--- src/sv/pfaq_pkg.sv ---
`timescale 1ns / 1ps
`default_nettype none

package pfaq_pkg;

    // Field widths and limits
    localparam int NODE_W     = 10;
    localparam int LEN_W      = 11;
    localparam int NODES_DEF  = 1024;
    localparam int NODE_SPACE = 1 << NODE_W;
    localparam logic [LEN_W-1:0] LEN_MAX = 11'd2047;

    // Function codes of an input word
    localparam logic FUNC_WRITE = 1'b0;
    localparam logic FUNC_QUERY = 1'b1;

    // Relation codes of a result word
    localparam logic [1:0] REL_SAME    = 2'd0;
    localparam logic [1:0] REL_B_ABOVE = 2'd1;
    localparam logic [1:0] REL_A_ABOVE = 2'd2;
    localparam logic [1:0] REL_UNREL   = 2'd3;

    typedef struct packed {
        logic              func;
        logic [NODE_W-1:0] node_a;
        logic [NODE_W-1:0] node_b;
        logic              link_present;
    } in_word_t;

    typedef struct packed {
        logic [1:0]        relation_code;
        logic [NODE_W-1:0] common_ancestor;
        logic              ancestor_found;
        logic [LEN_W-1:0]  path_length;
    } out_word_t;

    typedef enum logic [4:0] {
        ST_CLEAR,
        ST_IDLE,
        ST_START,
        ST_AB_RD,
        ST_AB_CHK,
        ST_BA_RD,
        ST_BA_CHK,
        ST_MK_RD,
        ST_MK_PAR,
        ST_MK_WR,
        ST_FD_RD,
        ST_FD_PAR,
        ST_FD_CHK,
        ST_UN_RD,
        ST_UN_PAR,
        ST_FIN
    } state_t;

    typedef enum logic [1:0] {
        CUR_HOLD,
        CUR_A,
        CUR_B,
        CUR_PAR
    } cur_op_t;

    typedef enum logic [2:0] {
        RES_HOLD,
        RES_SAME,
        RES_B_ABOVE,
        RES_A_ABOVE,
        RES_LCA,
        RES_UNREL
    } res_op_t;

    typedef struct packed {
        logic    clr_en;
        logic    take;
        cur_op_t cur_op;
        logic    step_clr;
        logic    rd_par;
        logic    rd_mark;
        logic    mark_wr;
        logic    unmark_wr;
        logic    dir_ba;
        res_op_t res_op;
        logic    out_load;
    } ctrl_cmd_t;

    typedef struct packed {
        logic clear_last;
        logic in_query;
        logic a_eq_b;
        logic par_ok;
        logic par_hit;
        logic step_last;
        logic mark_hit;
        logic mark_free;
        logic out_free;
    } dp_sts_t;

endpackage

`default_nettype wire

--- src/sv/pfaq_ctrl.sv ---
`timescale 1ns / 1ps
`default_nettype none

module pfaq_ctrl (
    input  wire logic              clk,
    input  wire logic              rst_n,
    input  wire logic              in_valid,
    input  wire pfaq_pkg::dp_sts_t sts,
    output logic                   in_stall,
    output pfaq_pkg::ctrl_cmd_t    cmd
);

    pfaq_pkg::state_t state_reg, state_next;

    // State register
    always_ff @(posedge clk or negedge rst_n)
    begin
        if (!rst_n)
        begin
            state_reg <= pfaq_pkg::ST_CLEAR;
        end
        else
        begin
            state_reg <= state_next;
        end
    end

    // Next state
    always_comb
    begin
        state_next = state_reg;
        unique case (state_reg)
            pfaq_pkg::ST_CLEAR:
                if (sts.clear_last) state_next = pfaq_pkg::ST_IDLE;
            pfaq_pkg::ST_IDLE:
                if (in_valid && sts.in_query) state_next = pfaq_pkg::ST_START;
            pfaq_pkg::ST_START:
                state_next = sts.a_eq_b ? pfaq_pkg::ST_FIN : pfaq_pkg::ST_AB_RD;
            pfaq_pkg::ST_AB_RD:
                state_next = pfaq_pkg::ST_AB_CHK;
            pfaq_pkg::ST_AB_CHK:
                if (!sts.par_ok) state_next = pfaq_pkg::ST_BA_RD;
                else if (sts.par_hit) state_next = pfaq_pkg::ST_FIN;
                else if (sts.step_last) state_next = pfaq_pkg::ST_BA_RD;
                else state_next = pfaq_pkg::ST_AB_RD;
            pfaq_pkg::ST_BA_RD:
                state_next = pfaq_pkg::ST_BA_CHK;
            pfaq_pkg::ST_BA_CHK:
                if (!sts.par_ok) state_next = pfaq_pkg::ST_MK_RD;
                else if (sts.par_hit) state_next = pfaq_pkg::ST_FIN;
                else if (sts.step_last) state_next = pfaq_pkg::ST_MK_RD;
                else state_next = pfaq_pkg::ST_BA_RD;
            pfaq_pkg::ST_MK_RD:
                state_next = pfaq_pkg::ST_MK_PAR;
            pfaq_pkg::ST_MK_PAR:
                state_next = sts.par_ok ? pfaq_pkg::ST_MK_WR : pfaq_pkg::ST_FD_RD;
            pfaq_pkg::ST_MK_WR:
                state_next = sts.step_last ? pfaq_pkg::ST_FD_RD : pfaq_pkg::ST_MK_RD;
            pfaq_pkg::ST_FD_RD:
                state_next = pfaq_pkg::ST_FD_PAR;
            pfaq_pkg::ST_FD_PAR:
                state_next = sts.par_ok ? pfaq_pkg::ST_FD_CHK : pfaq_pkg::ST_UN_RD;
            pfaq_pkg::ST_FD_CHK:
                if (sts.mark_hit || sts.step_last) state_next = pfaq_pkg::ST_UN_RD;
                else state_next = pfaq_pkg::ST_FD_RD;
            pfaq_pkg::ST_UN_RD:
                state_next = pfaq_pkg::ST_UN_PAR;
            pfaq_pkg::ST_UN_PAR:
                if (!sts.par_ok || sts.step_last) state_next = pfaq_pkg::ST_FIN;
                else state_next = pfaq_pkg::ST_UN_RD;
            pfaq_pkg::ST_FIN:
                if (sts.out_free) state_next = pfaq_pkg::ST_IDLE;
            default:
                state_next = pfaq_pkg::ST_CLEAR;
        endcase
    end

    // Commands to the datapath
    always_comb
    begin
        cmd        = '0;
        cmd.cur_op = pfaq_pkg::CUR_HOLD;
        cmd.res_op = pfaq_pkg::RES_HOLD;
        in_stall   = 1'b1;
        unique case (state_reg)
            pfaq_pkg::ST_CLEAR:
            begin
                cmd.clr_en = 1'b1;
            end
            pfaq_pkg::ST_IDLE:
            begin
                in_stall = 1'b0;
                cmd.take = in_valid;
            end
            pfaq_pkg::ST_START:
            begin
                if (sts.a_eq_b)
                begin
                    cmd.res_op = pfaq_pkg::RES_SAME;
                end
                else
                begin
                    cmd.cur_op   = pfaq_pkg::CUR_A;
                    cmd.step_clr = 1'b1;
                end
            end
            pfaq_pkg::ST_AB_RD, pfaq_pkg::ST_BA_RD, pfaq_pkg::ST_MK_RD,
            pfaq_pkg::ST_FD_RD, pfaq_pkg::ST_UN_RD:
            begin
                cmd.rd_par = 1'b1;
            end
            pfaq_pkg::ST_AB_CHK:
            begin
                if (sts.par_ok && sts.par_hit)
                begin
                    cmd.res_op = pfaq_pkg::RES_B_ABOVE;
                end
                else if (!sts.par_ok || sts.step_last)
                begin
                    cmd.cur_op   = pfaq_pkg::CUR_B;
                    cmd.step_clr = 1'b1;
                end
                else
                begin
                    cmd.cur_op = pfaq_pkg::CUR_PAR;
                end
            end
            pfaq_pkg::ST_BA_CHK:
            begin
                cmd.dir_ba = 1'b1;
                if (sts.par_ok && sts.par_hit)
                begin
                    cmd.res_op = pfaq_pkg::RES_A_ABOVE;
                end
                else if (!sts.par_ok || sts.step_last)
                begin
                    cmd.cur_op   = pfaq_pkg::CUR_B;
                    cmd.step_clr = 1'b1;
                    cmd.res_op   = pfaq_pkg::RES_UNREL;
                end
                else
                begin
                    cmd.cur_op = pfaq_pkg::CUR_PAR;
                end
            end
            pfaq_pkg::ST_MK_PAR:
            begin
                if (sts.par_ok)
                begin
                    cmd.cur_op  = pfaq_pkg::CUR_PAR;
                    cmd.rd_mark = 1'b1;
                end
                else
                begin
                    cmd.cur_op   = pfaq_pkg::CUR_A;
                    cmd.step_clr = 1'b1;
                end
            end
            pfaq_pkg::ST_MK_WR:
            begin
                cmd.mark_wr = sts.mark_free;
                if (sts.step_last)
                begin
                    cmd.cur_op   = pfaq_pkg::CUR_A;
                    cmd.step_clr = 1'b1;
                end
            end
            pfaq_pkg::ST_FD_PAR:
            begin
                if (sts.par_ok)
                begin
                    cmd.cur_op  = pfaq_pkg::CUR_PAR;
                    cmd.rd_mark = 1'b1;
                end
                else
                begin
                    cmd.cur_op   = pfaq_pkg::CUR_B;
                    cmd.step_clr = 1'b1;
                end
            end
            pfaq_pkg::ST_FD_CHK:
            begin
                if (sts.mark_hit)
                begin
                    cmd.res_op = pfaq_pkg::RES_LCA;
                end
                if (sts.mark_hit || sts.step_last)
                begin
                    cmd.cur_op   = pfaq_pkg::CUR_B;
                    cmd.step_clr = 1'b1;
                end
            end
            pfaq_pkg::ST_UN_PAR:
            begin
                if (sts.par_ok)
                begin
                    cmd.cur_op    = pfaq_pkg::CUR_PAR;
                    cmd.unmark_wr = 1'b1;
                end
            end
            pfaq_pkg::ST_FIN:
            begin
                cmd.out_load = sts.out_free;
            end
            default:
            begin
                cmd.clr_en = 1'b0;
            end
        endcase
    end

endmodule

`default_nettype wire

--- config.mk ---
export PLATFORM = sky130hd
export DESIGN_NAME = pfaq_ctrl
export DESIGN_NICKNAME = d
export VERILOG_FILES = /design/src/sv/pfaq_pkg.sv /design/src/sv/pfaq_ctrl.sv
export SDC_FILE = /design/constraint.sdc
export NUM_CORES = 1
export LEC_CHECK = 0
export BUFFER_PORTS_ARGS = -buffer_cell sky130_fd_sc_hd__clkbuf_2
export CORE_MARGIN = 5
export CORE_UTILIZATION = 48
export DETAILED_ROUTE_END_ITERATION = 6
export GPL_ROUTABILITY_DRIVEN = 1
export GPL_TIMING_DRIVEN = 0
export PLACE_DENSITY = 0.74
export SLEW_MARGIN = 0
export SYNTH_ARGS = -nofsm -noshare
export SYNTH_HDL_FRONTEND = slang
export SYNTH_SLANG_ARGS = --single-unit
--- constraint.sdc ---
create_clock -name clk -period 2.2 [get_ports clk]
set_clock_uncertainty 0.2 [all_clocks]
set_input_delay 0.22 -clock clk [delete_from_list [all_inputs] [get_ports clk]]
set_output_delay 0.22 -clock clk [all_outputs]
set_load 0.01 [all_outputs]
==> results_dict.tcl <==
set metrics [dict create \
    clock.fmax_ghz 0.474 \
    hold_class "in -> reg" \
    die_w_um 48.4 \
    synth_top_area_frac 0.141 \
    critPathLaunch "state_reg[0]$_DFFE_PN0P_" \
    cp-start-kind "register" \
    fill_cells 137 \
    vias 906 \
    fp-row-count 13 \
    power_density_nw_per_um2 1410 \
    crit_type "reg -> out" \
    synth_common_cells "nor2_1, a21oi_1, nand2_1, o21ai_0" \
    final_area_um2 906 \
    avgSynthCellArea_um2 6.82 \
    reg2reg_from "state_reg[3]$_DFFE_PN0P_" \
    core-area_um2 1350 \
    hpwl_mm 1.68 \
    viasPerCell 6.12 \
    worstPathRequired_ns 1.78 \
    ant_nets 0 \
    fin_crit_sh 0.960 \
    finalHoldViolCount 0 \
    holdWs_ns 0.0542 \
    endpoint_kind "output pin" \
    drt_pre_antenna_iters 4 \
    gr-total-overflow 0 \
    n_antenna_cell 0 \
    slew_violations 0 \
    critical_path_arrival_ns 1.69 \
    finalCriticalPeriod_ns 2.11 \
    ys_warn_count 0 \
    die_y_um 48.4 \
    hold_end "state_reg[0]$_DFFE_PN0P_" \
    tightest_slew_ns 0.354 \
    wl_per_cell_um 14.9 \
    layout.nets 147 \
    drive_gt1_frac 0.346 \
    gp_congestion 0.898 \
    synth_most_common_cell "nor2_1" \
    dp.cells 145 \
    remaining_drc_errors 0 \
    largest_register_ffs 4 \
    initial_core_util 0.525 \
    final_util 0.671 \
    root_buffer "clkbuf_4" \
    synth_flop_cell "dfrtp_1" \
    syn_nets 116 \
    synth_sequential_area_ratio 0.141 \
    rr_endpoint "state_reg[2]$_DFFE_PN0P_" \
    numCtsBuffers 3 \
    fin_cells 148 \
    synth_area_um2 709 \
    synth_top_area_cell "dfrtp_1" \
    port_buffers 26 \
    r2r_cells 5 \
    grt_pass1_wl_mm 3.73 \
    htreeDepth 1 \
    min-delay-start "sts[8]" \
    grt_max_degree 11 \
    grt_antenna_before_repair 0 \
    cts_buffer_depth 2 \
    max-slew-margin-rel 0.763 \
    synth_area_leaders "dfrtp_1, nor2_1, nand2b_1, a21oi_1, o21ai_0" \
    min_path_cells 3 \
    status "complete, no violations" \
    clk_latency_ns 0.24 \
    synth_edf_count 0 \
    ys_ff_latch 4 \
    synth_cell_types 41 \
    grt_pass1_vias 853 \
    placed_cell_area_um2 858 \
    track_usage 0.193 \
    cts_tree "done" \
    cp_max_fo 10 \
    peakVddDrop_v 0.000962 \
    synthCells 104 \
    path_clk_slew_ns 0.04 \
    routed_wl_mm 2.20 \
    maxCapViolCount 0 \
    setup_viol 0 \
    drtIter0Drc 30 \
    power_leakage_nw 0.408 \
    async_flop_share 1.00 \
    syn_to_final_growth_pct 27.7 \
    cts_sinks 4 \
    dieArea_um2 2350 \
    ff2ff_setup_slack_ns 0.46 \
    ios 27 \
]
[layout by cell type, fill, tap and decap left out, drive strengths merged]
cell / netlist / layout
o2111ai: 1 / 1
nor2: 14 / 14
or4b: 2 / 2
nand2b: 6 / 6
o31a: 1 / 1
or4: 1 / 1
inv: 6 / 6
a211o: 1 / 1
xor2: 1 / 1
a221o: 1 / 1
nor3: 6 / 6
clkbuf: 1 / 29
o211ai: 2 / 2
o32ai: 1 / 1
dlygate4sd3: 0 / 1
a22oi: 1 / 1
o2bb2ai: 1 / 1
a21oi: 9 / 9
nor3b: 1 / 1
a21o: 2 / 2
nand2: 7 / 7
nand3: 3 / 3
o31ai: 3 / 3
buf: 7 / 7
nor2b: 3 / 3
nor4: 1 / 1
o21ai: 10 / 10
o32a: 1 / 1
or3: 2 / 2
nand3b: 2 / 2
a31oi: 1 / 1
and2: 1 / 1
dfrtp: 4 / 4
o311ai: 1 / 1
[what timing repair did]
action	4_1_cts	5_1_grt
setup buffers	0	0
hold buffers	1	0
resized for setup	1	3
endpoints found under the setup margin	1	3
endpoints found under the hold margin	4	0
pin swaps	0	0
[worst max-delay path by stage]
stage             end  slack (ns)  cells after the start
2_1_floorplan  cmd[9]        0.54                      5
3_3_place_gp   cmd[9]        0.24                      6
3_5_place_dp   cmd[9]        0.22                      6
4_1_cts        cmd[9]        0.06                      6
5_1_grt        cmd[9]      -0.002                      6
6_report       cmd[9]        0.09                      6
[critical path, stage by stage, from the launching register on]
cell	delay, ns
dfrtp_1	0.37
buf_2	0.23
buf_2	0.27
nand3_1	0.14
a21o_1	0.21
o211ai_1	0.08
clkbuf_2	0.16
[final cells by class]
type	count	area, um2	area share
Tap cell	15	18.8	0.0207
Clock buffer	3	22.5	0.0249
Multi-Input combinational cell	86	551	0.608
Timing Repair Buffer	27	140	0.155
Buffer	7	50.0	0.0552
Inverter	6	22.5	0.0249
Sequential cell	4	101	0.112
[where the power goes]
part	switching [W]	leakage (nW)	internal [W]
clock network	0.0000298	0.0138	0.0000609
registers	0.0000417	0.0445	0.000117
logic	0.000606	0.350	0.000422
[per-layer routing]
layer	share of wire	up-vias	global-route usage	routed length [um]
met5	0	-	0	0
met4	0.0095	0	0.0507	21
met3	0.11	3	0.0642	241
met2	0.46	58	0.311	1010
met1	0.42	400	0.242	926
li1	-	445	-	-
[cells by family (layout without fill, tap and decap cells)]
logic type,count (synthesis),in the layout,share of synthesized area
and+or+nand+nor,49,49,0.388
buffers and inverters,14,43,0.108
AOI/OAI and AO/OA,36,36,0.351
DFF,4,4,0.141
xor gates and xnor gates,1,1,0.0123
[per-stage QoR]
stage | power (W) | setup slack (ns) | setup TNS [ns]
after floorplan | 0.000883 | 0.541 | 0
after global placement | 0.00114 | 0.238 | 0
after detailed placement | 0.00115 | 0.224 | 0
after CTS | 0.00126 | 0.0568 | 0
after global routing | 0.00140 | -0.00195 | -0.00195
final | 0.00128 | 0.0891 | 0
Power figures use the tool's default switching activity.
